File: src/hw/rtl/fcu_pkg.sv
`timescale 1ns / 1ps
package fcu_pkg;

	localparam logic [7:0] FLAG_BYTE = 8'h7E;
	localparam logic [7:0] ESC_BYTE  = 8'h7D;
	localparam logic [7:0] ESC_FLAG  = 8'h5E;
	localparam logic [7:0] ESC_ESC   = 8'h5D;

	// result kinds
	localparam logic [1:0] KIND_DATA = 2'd0;
	localparam logic [1:0] KIND_END  = 2'd1;
	localparam logic [1:0] KIND_BAD  = 2'd2;

	// receive phases
	localparam logic [1:0] PH_WAIT = 2'd0;
	localparam logic [1:0] PH_FLAG = 2'd1;
	localparam logic [1:0] PH_IN   = 2'd2;

	localparam int JOB_DEPTH = 2;

	// results caused by one input item, slot 0 goes out first
	typedef struct packed {
		logic [3:0][7:0] data;
		logic [3:0][1:0] kind;
		logic [2:0]      cnt;
	} job_t;

	typedef struct packed {
		logic full;
		logic empty;
	} fifo_stat_t;

endpackage

File: src/hw/rtl/fcu_front.sv
`timescale 1ns / 1ps
module fcu_front (
	input  logic               clk,
	input  logic               arst_n,
	input  logic               direction,
	input  logic               in_valid,
	input  logic               in_ready,
	input  logic [7:0]         in_byte,
	input  logic               frame_first,
	input  logic               frame_last,
	output logic               push,
	output fcu_pkg::job_t      job
);

	logic [1:0] rx_phase_q;
	logic       esc_q;
	logic [1:0] phase_nxt;
	logic       esc_nxt;
	logic       accept;

	assign accept = in_valid && in_ready;

	always_comb begin
		logic [2:0] n;
		n         = 3'd0;
		job       = '0;
		phase_nxt = rx_phase_q;
		esc_nxt   = esc_q;
		if (!direction) begin
			if (frame_first) begin
				job.data[n[1:0]] = fcu_pkg::FLAG_BYTE;
				job.kind[n[1:0]] = fcu_pkg::KIND_DATA;
				n = n + 3'd1;
			end
			if (in_byte == fcu_pkg::FLAG_BYTE || in_byte == fcu_pkg::ESC_BYTE) begin
				job.data[n[1:0]] = fcu_pkg::ESC_BYTE;
				job.kind[n[1:0]] = fcu_pkg::KIND_DATA;
				n = n + 3'd1;
				job.data[n[1:0]] = (in_byte == fcu_pkg::FLAG_BYTE) ?
					fcu_pkg::ESC_FLAG : fcu_pkg::ESC_ESC;
				job.kind[n[1:0]] = fcu_pkg::KIND_DATA;
				n = n + 3'd1;
			end else begin
				job.data[n[1:0]] = in_byte;
				job.kind[n[1:0]] = fcu_pkg::KIND_DATA;
				n = n + 3'd1;
			end
			if (frame_last) begin
				job.data[n[1:0]] = fcu_pkg::FLAG_BYTE;
				job.kind[n[1:0]] = fcu_pkg::KIND_DATA;
				n = n + 3'd1;
			end
		end else if (rx_phase_q == fcu_pkg::PH_FLAG || rx_phase_q == fcu_pkg::PH_IN) begin
			if (in_byte == fcu_pkg::FLAG_BYTE) begin
				// repeated opening flags are skipped
				if (rx_phase_q == fcu_pkg::PH_IN) begin
					if (esc_q) begin
						job.data[n[1:0]] = fcu_pkg::ESC_BYTE;
						job.kind[n[1:0]] = fcu_pkg::KIND_BAD;
						n = n + 3'd1;
					end
					job.data[n[1:0]] = 8'h00;
					job.kind[n[1:0]] = fcu_pkg::KIND_END;
					n = n + 3'd1;
					phase_nxt = fcu_pkg::PH_WAIT;
					esc_nxt   = 1'b0;
				end
			end else begin
				phase_nxt = fcu_pkg::PH_IN;
				if (esc_q) begin
					esc_nxt = 1'b0;
					if (in_byte == fcu_pkg::ESC_FLAG) begin
						job.data[n[1:0]] = fcu_pkg::FLAG_BYTE;
						job.kind[n[1:0]] = fcu_pkg::KIND_DATA;
					end else if (in_byte == fcu_pkg::ESC_ESC) begin
						job.data[n[1:0]] = fcu_pkg::ESC_BYTE;
						job.kind[n[1:0]] = fcu_pkg::KIND_DATA;
					end else begin
						job.data[n[1:0]] = in_byte;
						job.kind[n[1:0]] = fcu_pkg::KIND_BAD;
					end
					n = n + 3'd1;
				end else if (in_byte == fcu_pkg::ESC_BYTE) begin
					esc_nxt = 1'b1;
				end else begin
					job.data[n[1:0]] = in_byte;
					job.kind[n[1:0]] = fcu_pkg::KIND_DATA;
					n = n + 3'd1;
				end
			end
		end else if (in_byte == fcu_pkg::FLAG_BYTE) begin
			phase_nxt = fcu_pkg::PH_FLAG;
			esc_nxt   = 1'b0;
		end
		job.cnt = n;
	end

	// items with no result are consumed here and never queued
	assign push = accept && (job.cnt != 3'd0);

	always_ff @(posedge clk or negedge arst_n) begin
		if (!arst_n) begin
			rx_phase_q <= fcu_pkg::PH_WAIT;
			esc_q      <= 1'b0;
		end else if (accept && direction) begin
			rx_phase_q <= phase_nxt;
			esc_q      <= esc_nxt;
		end
	end

endmodule

File: src/hw/rtl/fcu_job_fifo.sv
`timescale 1ns / 1ps
module fcu_job_fifo (
	input  logic                 clk,
	input  logic                 arst_n,
	input  logic                 push,
	input  fcu_pkg::job_t        wr_job,
	input  logic                 pop,
	output fcu_pkg::job_t        rd_job,
	output fcu_pkg::fifo_stat_t  stat
);

	fcu_pkg::job_t mem_q [fcu_pkg::JOB_DEPTH];
	logic          wr_ptr_q;
	logic          rd_ptr_q;
	logic [1:0]    count_q;

	assign rd_job     = mem_q[rd_ptr_q];
	assign stat.full  = (count_q == 2'(fcu_pkg::JOB_DEPTH));
	assign stat.empty = (count_q == 2'd0);

	always_ff @(posedge clk) begin
		if (push) begin
			mem_q[wr_ptr_q] <= wr_job;
		end
	end

	always_ff @(posedge clk or negedge arst_n) begin
		if (!arst_n) begin
			wr_ptr_q <= 1'b0;
			rd_ptr_q <= 1'b0;
			count_q  <= 2'd0;
		end else begin
			if (push) begin
				wr_ptr_q <= ~wr_ptr_q;
			end
			if (pop) begin
				rd_ptr_q <= ~rd_ptr_q;
			end
			case ({push, pop})
				2'b10:   count_q <= count_q + 2'd1;
				2'b01:   count_q <= count_q - 2'd1;
				default: count_q <= count_q;
			endcase
		end
	end

endmodule

File: src/hw/rtl/fcu_back.sv
`timescale 1ns / 1ps
module fcu_back (
	input  logic           clk,
	input  logic           arst_n,
	input  fcu_pkg::job_t  head,
	input  logic           head_valid,
	output logic           pop,
	output logic           out_valid,
	input  logic           out_ready,
	output logic [7:0]     out_byte,
	output logic [1:0]     out_kind,
	output logic           out_last
);

	logic [1:0] idx_q;
	logic       out_valid_q;
	logic [7:0] out_byte_q;
	logic [1:0] out_kind_q;
	logic       out_last_q;
	logic       load;
	logic       is_last;

	assign load    = head_valid && (!out_valid_q || out_ready);
	assign is_last = ({1'b0, idx_q} + 3'd1) == head.cnt;
	assign pop     = load && is_last;

	always_ff @(posedge clk or negedge arst_n) begin
		if (!arst_n) begin
			idx_q       <= 2'd0;
			out_valid_q <= 1'b0;
		end else begin
			if (load) begin
				out_valid_q <= 1'b1;
				idx_q       <= is_last ? 2'd0 : idx_q + 2'd1;
			end else if (out_ready) begin
				out_valid_q <= 1'b0;
			end
		end
	end

	always_ff @(posedge clk) begin
		if (load) begin
			out_byte_q <= head.data[idx_q];
			out_kind_q <= head.kind[idx_q];
			out_last_q <= is_last;
		end
	end

	assign out_valid = out_valid_q;
	assign out_byte  = out_byte_q;
	assign out_kind  = out_kind_q;
	assign out_last  = out_last_q;

endmodule

File: src/hw/rtl/byte_stuffing_frame_codec_unit.sv
`timescale 1ns / 1ps
// Byte-stuffing frame codec (flag 0x7E, escape 0x7D). With direction 0 each
// input byte is framed and escaped into one to four line bytes; with direction
// 1 line bytes are deframed and unescaped into zero to two results (data byte,
// frame end, or bad escape). An input item is accepted in the cycle it arrives
// as long as the two-entry job queue has room; results leave at one per cycle
// from a registered output while the receiver is ready, so an item takes as
// many output transfers as it makes results: 1 to 4 when encoding, 0 to 2
// when decoding. With a ready receiver the output's one byte per cycle sets
// the sustained rate. The direction register sits at APB byte address 0.
module byte_stuffing_frame_codec_unit (
	input  logic        clk,
	input  logic        arst_n,
	input  logic        psel,
	input  logic        penable,
	input  logic        pwrite,
	input  logic [2:0]  paddr,
	input  logic [31:0] pwdata,
	output logic [31:0] prdata,
	output logic        pready,
	input  logic        s_axis_tvalid,
	output logic        s_axis_tready,
	input  logic [7:0]  s_axis_tdata,   // [7:0] in_byte
	input  logic        s_axis_tuser,   // [0] frame_first
	input  logic        s_axis_tlast,
	output logic        m_axis_tvalid,
	input  logic        m_axis_tready,
	output logic [7:0]  m_axis_tdata,   // [7:0] out_byte
	output logic [1:0]  m_axis_tuser,   // [1:0] kind
	output logic        m_axis_tlast
);

	logic                direction_q;
	logic                push;
	logic                pop;
	fcu_pkg::job_t       wr_job;
	fcu_pkg::job_t       head;
	fcu_pkg::fifo_stat_t stat;

	assign pready = 1'b1;
	assign prdata = (paddr[2] == 1'b0) ? {31'd0, direction_q} : 32'd0;

	always_ff @(posedge clk or negedge arst_n) begin
		if (!arst_n) begin
			direction_q <= 1'b0;
		end else if (psel && penable && pwrite && pready && paddr[2] == 1'b0) begin
			direction_q <= pwdata[0];
		end
	end

	assign s_axis_tready = !stat.full;

	fcu_front u_front (
		.clk         (clk),
		.arst_n      (arst_n),
		.direction   (direction_q),
		.in_valid    (s_axis_tvalid),
		.in_ready    (s_axis_tready),
		.in_byte     (s_axis_tdata),
		.frame_first (s_axis_tuser),
		.frame_last  (s_axis_tlast),
		.push        (push),
		.job         (wr_job)
	);

	fcu_job_fifo u_fifo (
		.clk    (clk),
		.arst_n (arst_n),
		.push   (push),
		.wr_job (wr_job),
		.pop    (pop),
		.rd_job (head),
		.stat   (stat)
	);

	fcu_back u_back (
		.clk        (clk),
		.arst_n     (arst_n),
		.head       (head),
		.head_valid (!stat.empty),
		.pop        (pop),
		.out_valid  (m_axis_tvalid),
		.out_ready  (m_axis_tready),
		.out_byte   (m_axis_tdata),
		.out_kind   (m_axis_tuser),
		.out_last   (m_axis_tlast)
	);

	a_fifo_stat: assert property (@(posedge clk) disable iff (!arst_n)
		!(stat.full && stat.empty))
		else $error("job queue reports full and empty together");

	a_push_room: assert property (@(posedge clk) disable iff (!arst_n)
		push |-> (!stat.full && wr_job.cnt != 3'd0 && wr_job.cnt <= 3'd4))
		else $error("job pushed into full queue or with bad count");

	a_end_shape: assert property (@(posedge clk) disable iff (!arst_n)
		(m_axis_tvalid && m_axis_tuser == fcu_pkg::KIND_END) |->
		(m_axis_tdata == 8'h00 && m_axis_tlast))
		else $error("frame end transaction without zero byte or last mark");

	a_pop_head: assert property (@(posedge clk) disable iff (!arst_n)
		pop |-> !stat.empty)
		else $error("pop from empty job queue");

endmodule
File: config.mk
export PLATFORM = sky130hd
export DESIGN_NAME = byte_stuffing_frame_codec_unit
export DESIGN_NICKNAME = d
export VERILOG_FILES = /design/src/hw/rtl/fcu_pkg.sv /design/src/hw/rtl/fcu_front.sv /design/src/hw/rtl/fcu_job_fifo.sv /design/src/hw/rtl/fcu_back.sv /design/src/hw/rtl/byte_stuffing_frame_codec_unit.sv
export SDC_FILE = /design/constraint.sdc
export NUM_CORES = 1
export LEC_CHECK = 0
export BUFFER_PORTS_ARGS = -buffer_cell sky130_fd_sc_hd__buf_2
export CAP_MARGIN = 20
export CORE_MARGIN = 4
export CORE_UTILIZATION = 47
export DETAILED_ROUTE_END_ITERATION = 8
export PLACE_DENSITY = 0.69
export SYNTH_ARGS = -nofsm -noshare
export SYNTH_HDL_FRONTEND = slang
export SYNTH_HIERARCHICAL = 1
export SYNTH_SLANG_ARGS = --single-unit
File: constraint.sdc
create_clock -name clk -period 4.6 [get_ports clk]
set_input_delay 0.46 -clock clk [delete_from_list [all_inputs] [get_ports clk]]
set_output_delay 0.46 -clock clk [all_outputs]
set_load 0.02 [all_outputs]
==> results of run 1 <==
[layout make-up]
type | count | area share [%]
sequential | 108 | 54.41
clock buffer | 9 | 3.842
multi-input combinational | 237 | 33.17
tap | 143 | 3.052
timing repair buffer | 38 | 3.543
inverter | 15 | 0.9819
clock inverter | 7 | 1.003
[routing by layer]
| layer | vias to the layer above | part of all wire, % |
|---|---|---|
| met5 | - | 0 |
| met4 | 0 | 1.6 |
| met3 | 11 | 5.8 |
| met2 | 110 | 49 |
| met1 | 1508 | 44 |
| li1 | 1401 | - |
[kinds of logic (layout without fill, tap and decap cells)]
| family | count (synthesis) | after routing |
|---|---|---|
| AOI/OAI and AO/OA | 54 | 54 |
| xor gates and xnor gates | 9 | 9 |
| adders and majority gates | 5 | 5 |
| buffers and inverters | 81 | 69 |
| DFF | 108 | 108 |
| muxes | 54 | 54 |
| other | 3 | 40 |
| and+or+nand+nor | 75 | 75 |
[worst register-to-register path: stages (launching register included)]
cell and delay [ns]:
dfrtp_1 0.40, inv_1 0.06, ha_1 0.37, nand2b_1 0.25, nor4_2 0.57, a211oi_1 0.16, a31oi_1 0.29, and2_2 0.57
buf_4 0.32
[final timing paths]
check                                      start                     to  cells after the start
setup / recovery           u_front/rx_phase_q[0]    u_fifo/mem_q[1][12]                      8
hold / removal                         pwdata[0]            direction_q                      2
setup reg to reg           u_front/rx_phase_q[0]    u_fifo/mem_q[1][12]                      8
hold reg to reg                u_fifo/count_q[1]      u_fifo/count_q[1]                      1
max in group asynchronous                 arst_n        u_fifo/rd_ptr_q                      2
min in group asynchronous                 arst_n  u_front/rx_phase_q[0]                      2
[placed cells by master (no fill, tap or decap), types with 8 or more instances in the layout]
cell and instances:
buf_2 32, dfrtp_1 10, a21oi_1 15, nand2b_1 8, mux2_4 39, edfxtp_1 97, nand2_1 18, o21ai_0 8
clkbuf_16 9, inv_1 14, conb_1 40, nor2_1 14, mux4_2 9
[report_power, final]
group | leakage (nW) | switching (mW) | internal [mW]
clock | 0.144 | 0.358 | 0.377
sequential | 1.04 | 0.140 | 1.38
combinational | 1.09 | 0.542 | 0.545
[flip-flops by register name, summed over array words and instances, names as in the netlist, 2 cells and up]
signal	flops
u_fifo/count_q	2
u_front/rx_phase_q	2
u_back/out_kind	2
u_back/idx_q	2
u_back/out_byte	8
u_fifo/mem_q	86
[through the flow]
step,hold WS [ns],setup WS [ns],instances
floorplan,0.1644,0.4502,426
global placement,0.3488,1.228,540
detailed placement,0.3535,1.199,540
CTS,0.3130,1.299,557
global route,0.3243,1.065,557
finish,0.3190,1.299,557
[what timing repair did]
item	in CTS	in global routing
endpoints found under the hold margin	11	0
hold buffers	1	0
setup endpoints to repair	0	0
==> metrics.txt, run 1 <==
top_reg_cell synth edfxtp_1; Reg2Reg Setup Slack 1.30 ns; maximum clock rate 0.3030 GHz; clock sinks 108; Compound-Gate Fraction of Synth Area 6.385%; # rows 39; Synth async-reset ratio 10.19%; most common cell in the synthesized netlist edfxtp_1; CP bufs+invs 2; post-CTS setup buffers 0; clock slew at reported path FFs 0.07 ns; critical path cell sequence inv_1, ha_1, nand2b_1, nor4_2, a211oi_1, a31oi_1, and2_2, buf_4; Post-synth EDFFs 97; post-route ant nets 0; final core occ 50.90%; number of global-route vias before repair 2,948; fraction of layout cells with a size suffix above 1 28.50%; post-DR wirelength/cell 17.50 um; mapped cell area 5565 um2; Max transition margin 42.03%; Leakage 2.267 nW; first-pass GRT wire length 15,330 um; Boundary Pins 98; Via density 5.440; power per cell area 570.3 nW/um2; worst hold-check path type input port to flip-flop; Power, Total 3.343 mW; arrival time at the worst endpoint 3.35 ns; Post-DP Area 5568 um2; max cap viols 0; Synth area leaders edfxtp_1 (52%), mux2_4 (11%), buf_4 (6.7%), dfrtp_1 (4.9%), mux4_2 (3.6%); register area 3189 um2; Synth top cells by count edfxtp_1 (97), buf_4 (50), mux2_4 (39); Post-Synth XOR/XNOR Area 1.416%; 1st-pass router iterations 5; fillers 992; clock root buffer clkbuf_16; Final Hold Fails 0; Placer Congestion 0.8913; synth warn 6; busiest layer in global routing met2; crit start category flip-flop; htree depth 3; post-synthesis register bit count 108; DRC errors left 0; Initial Utilization 48.33%; Mapped Cells 389; total CTS buffers 9; Critical Path Fanout Max 21; via count 3,030; Setup violations, final 0; post-synthesis adder-cell area fraction 1.124%; setup TNS 0 ns; delay-heaviest family, CP simple AND/OR/NAND/NOR gates; GRT Resource Usage Total 14.95%; Seq/Total Area, Yosys 57.28%; count of cell types in the netlist 61; area delta synth->final 5.328%; Worst VDD drop 0.2445 mV; CORE AREA 11,520 um2; Synth Area in Simple Gates 7.509%; Required @ worst endpoint 4.64 ns; RSZ-0062 raised after global routing false; fin. max-slew vios 0; latest clock arrival within the worst-skew pair 0.35 ns; die area 13,650 um2; biggest cell delay along the critical path 0.57 ns; HPWL after DPL 6664 um; largest net degree at the start of global routing 44; met1 usage 20.30%; Tightest Pin Transition 0.8696 ns; Starting DRT DRC Count 327; critical path class flip-flop to flip-flop; antenna fix cells 0; combinational family with the most area after synthesis multiplexers; Port Buffers 32; Max Buffers Root-to-Sink 2; status finished, final reports clean; met2 GRT Util 23.25%; Slowest cell on crit path nor4_2; area of the multi-input gates 1944 um2; final wirelength 9748 um; largest area contributor in the netlist edfxtp_1; initial antenna violation count 0; die height 116.8 um; crit path time final 3.301 ns; Yosys top cell area share 52.34%; fin crit share 71.76%; Synth Area per Inst 14.31 um2; GR Util met3 3.548%; nets@finish 466; die width 116.8 um; Setup Skew 0.01131 ns; final instance area 5862 um2; CTS tree yes; global route overflow 0; CTS resizes 0; post-synthesis mux area share 15.65%; CP Capture Type flip-flop
(Power assumes the default switching activity.)
==> inputs of run 2 (changes only) <==
--- a/config.mk
+++ b/config.mk
@@ -10,7 +10,7 @@
 export CORE_MARGIN = 4
 export CORE_UTILIZATION = 47
 export DETAILED_ROUTE_END_ITERATION = 8
-export PLACE_DENSITY = 0.69
+export PLACE_DENSITY = 0.72
 export SYNTH_ARGS = -nofsm -noshare
 export SYNTH_HDL_FRONTEND = slang
 export SYNTH_HIERARCHICAL = 1
==> constraint.sdc (replaced) <==
create_clock -name clk -period 2.8 [get_ports clk]
set_input_delay 0.28 -clock clk [delete_from_list [all_inputs] [get_ports clk]]
set_output_delay 0.28 -clock clk [all_outputs]
set_load 0.02 [all_outputs]
==> run 2 against run 1 <==
Effect of this change:
- first-iteration DRC count shrank 17%
- power grew 74%
- critical path depth grew 1
- die area is the same
- worst hold slack lost 0.16 ns
- clock skew shrank 0.0076 ns
- clock power grew 90%
- clock-buffer cell count grew 1
- global-route usage grew 0.11 points
- register-to-register slack lost 1.0 ns
- via count grew 0.86%
- fmax grew 32%
- critical path type unchanged
- critical endpoint is now u_fifo/mem_q[0][39]
==> metrics.txt, run 2 (same netlist as run 1, synthesis figures left out) <==
crit path time final 2.496 ns (-0.8044 ns); RSZ-0062 raised after global routing false; HPWL after DPL 7157 um (+7.4%); fillers 942 (-5.0%); post-CTS setup buffers 0 (unchanged); Via density 5.315 (-2.3%); number of global-route vias before repair 2,962 (+0.47%); pre-CTS setup slack 0.1616 ns (-1.037 ns); post-route ant nets 0 (unchanged); Final WS setup 0.3036 ns (-0.9956 ns); post-DR wirelength/cell 17.36 um (-0.80%); die area 13,650 um2 (unchanged); combinational power share 34.5% (+2.0 points); delay-heaviest family, CP simple AND/OR/NAND/NOR gates; antenna fix cells 0 (unchanged); fin crit share 89.16% (+17 points); htree depth 3 (unchanged); final wirelength 9983 um (+2.4%); clock root buffer clkbuf_16; maximum clock rate 0.4006 GHz (+32%); Largest register FFs 86 (unchanged); fin. max-slew vios 0 (unchanged); Setup violations, final 0 (unchanged); status finished, final reports clean; crit start category flip-flop; Starting DRT DRC Count 270 (-17%); Slowest cell on crit path dfrtp_1; CTS resizes 0 (unchanged); GRT Resource Usage Total 15.07% (+0.11 points); biggest cell delay along the critical path 0.41 ns (-0.16 ns); total CTS buffers 9 (unchanged); switching pwr 1.687 mW (+62%); Max transition margin 60.54% (+19 points); global route overflow 0 (unchanged); initial antenna violation count 0 (unchanged); commonest cells after routing, fill and taps aside edfxtp_1 (97), conb_1 (40), mux2_4 (39); DRC errors left 0 (unchanged); switching share of total power 28.93% (-2.2 points); CORE AREA 11,520 um2 (unchanged); 1st-pass router iterations 4 (-1); CTS tree yes; fraction of layout cells with a size suffix above 1 31.02% (+2.5 points); most common cell after layout, fill and taps aside edfxtp_1; final core occ 53.09% (+2.2 points); die width 116.8 um (unchanged); sequential share of power 41.6% (-3.9 points); Worst VDD drop 0.4608 mV (+88%); CP bufs+invs 3 (+1); clock slew at reported path FFs 0.06 ns (about the same); critical path cell sequence inv_1, ha_1, nand2b_1, nor4_2, a211oi_1, a31oi_1, inv_1, nor2_4, buf_12; area of the multi-input gates 1944 um2 (unchanged); Setup Skew 0.003701 ns (-0.007607 ns); Critical Path Most Common Cell inv_1; Max Buffers Root-to-Sink 2 (unchanged); via count 3,056 (+0.86%); Final Hold Fails 0 (unchanged); largest net degree at the start of global routing 38 (-14%); # rows 39 (unchanged); CP Capture Type flip-flop; area delta synth->final 9.847%; Port Buffers 32 (unchanged); nets@finish 485 (+4.1%); register area 3189 um2 (unchanged); internal power 4.144 mW (+80%); Placer Congestion 0.9017 (+1.2%); power per cell area 953.7 nW/um2 (+67%); Critical Path Fanout Max 18 (-14%); latest clock arrival within the worst-skew pair 0.34 ns (about the same); Leakage 2.393 nW (+5.6%); Boundary Pins 98 (unchanged); largest reg by FF count u_fifo/mem_q; worst hold-check path type input port to flip-flop; Initial Utilization 48.33% (unchanged); critical path class flip-flop to flip-flop; clock sinks 108 (unchanged); setup TNS 0 ns (unchanged); arrival time at the worst endpoint 2.54 ns (-0.81 ns); max cap viols 0 (unchanged); Required @ worst endpoint 2.85 ns (-1.79 ns); first-pass GRT wire length 15,490 um (+1.0%); hold slack 0.1540 ns (-0.1650 ns); Tightest Pin Transition 0.5919 ns (-0.2777 ns); Clk pwr share 24.0% (+2.0 points); die height 116.8 um (unchanged)
run 2: final cells by class:
type	count	share of cell area (%)
clock buffers	10	3.745
clock inverters	5	1.658
inverters	15	0.9415
multi-input cells	237	31.81
flip-flops and latches	108	52.17
well taps	143	2.927
repair buffers	57	6.754
run 2: worst paths after layout:
| path | endpoint | startpoint | depth (start not counted) | slack [ns] |
|---|---|---|---|---|
| hold / removal | direction_q | pwdata[0] | 2 | 0.15 |
| setup / recovery | u_fifo/mem_q[0][39] | u_front/rx_phase_q[0] | 9 | 0.30 |
| max in group asynchronous | u_fifo/rd_ptr_q | arst_n | 2 | 2.22 |
| setup reg to reg | u_fifo/mem_q[0][39] | u_front/rx_phase_q[0] | 9 | 0.30 |
| min in group asynchronous | u_front/esc_q | arst_n | 2 | 0.34 |
| hold reg to reg | u_fifo/count_q[1] | u_fifo/count_q[1] | 1 | 0.51 |
run 2: power groups by stage:
stage | Combinational (mW) | Clock (mW) | Sequential [mW]
floorplan | 1.57 | 0 | 2.53
global placement | 1.98 | 0 | 2.44
detailed placement | 2.03 | 0 | 2.46
CTS | 2.04 | 1.43 | 2.43
global route | 2.16 | 1.49 | 2.46
finish | 2.01 | 1.40 | 2.42
run 2: what timing repair did:
| item | CTS | global route |
|---|---|---|
| hold endpoints to repair | 11 | 0 |
| hold buffers | 1 | 0 |
| setup endpoints to repair | 0 | 0 |
run 2: metal layers:
| layer | up-vias | share of wire (%) | track usage (%) |
|---|---|---|---|
| met3 | 12 | 3.6 | 2.005 |
| met1 | 1533 | 44 | 20.29 |
| met2 | 71 | 50 | 24.76 |
| met5 | - | 0 | 0 |
| li1 | 1440 | - | - |
| met4 | 0 | 1.9 | 6.269 |
run 2: per-stage QoR:
stage                     cell area (um2)  instances  power (mW)
after detailed placement             5773        559       4.495
after global placement               5773        559       4.414
after CTS                            6113        575       5.899
after global routing                 6113        575       6.113
final                                6113        575       5.830
after floorplan                      5713        426       4.098
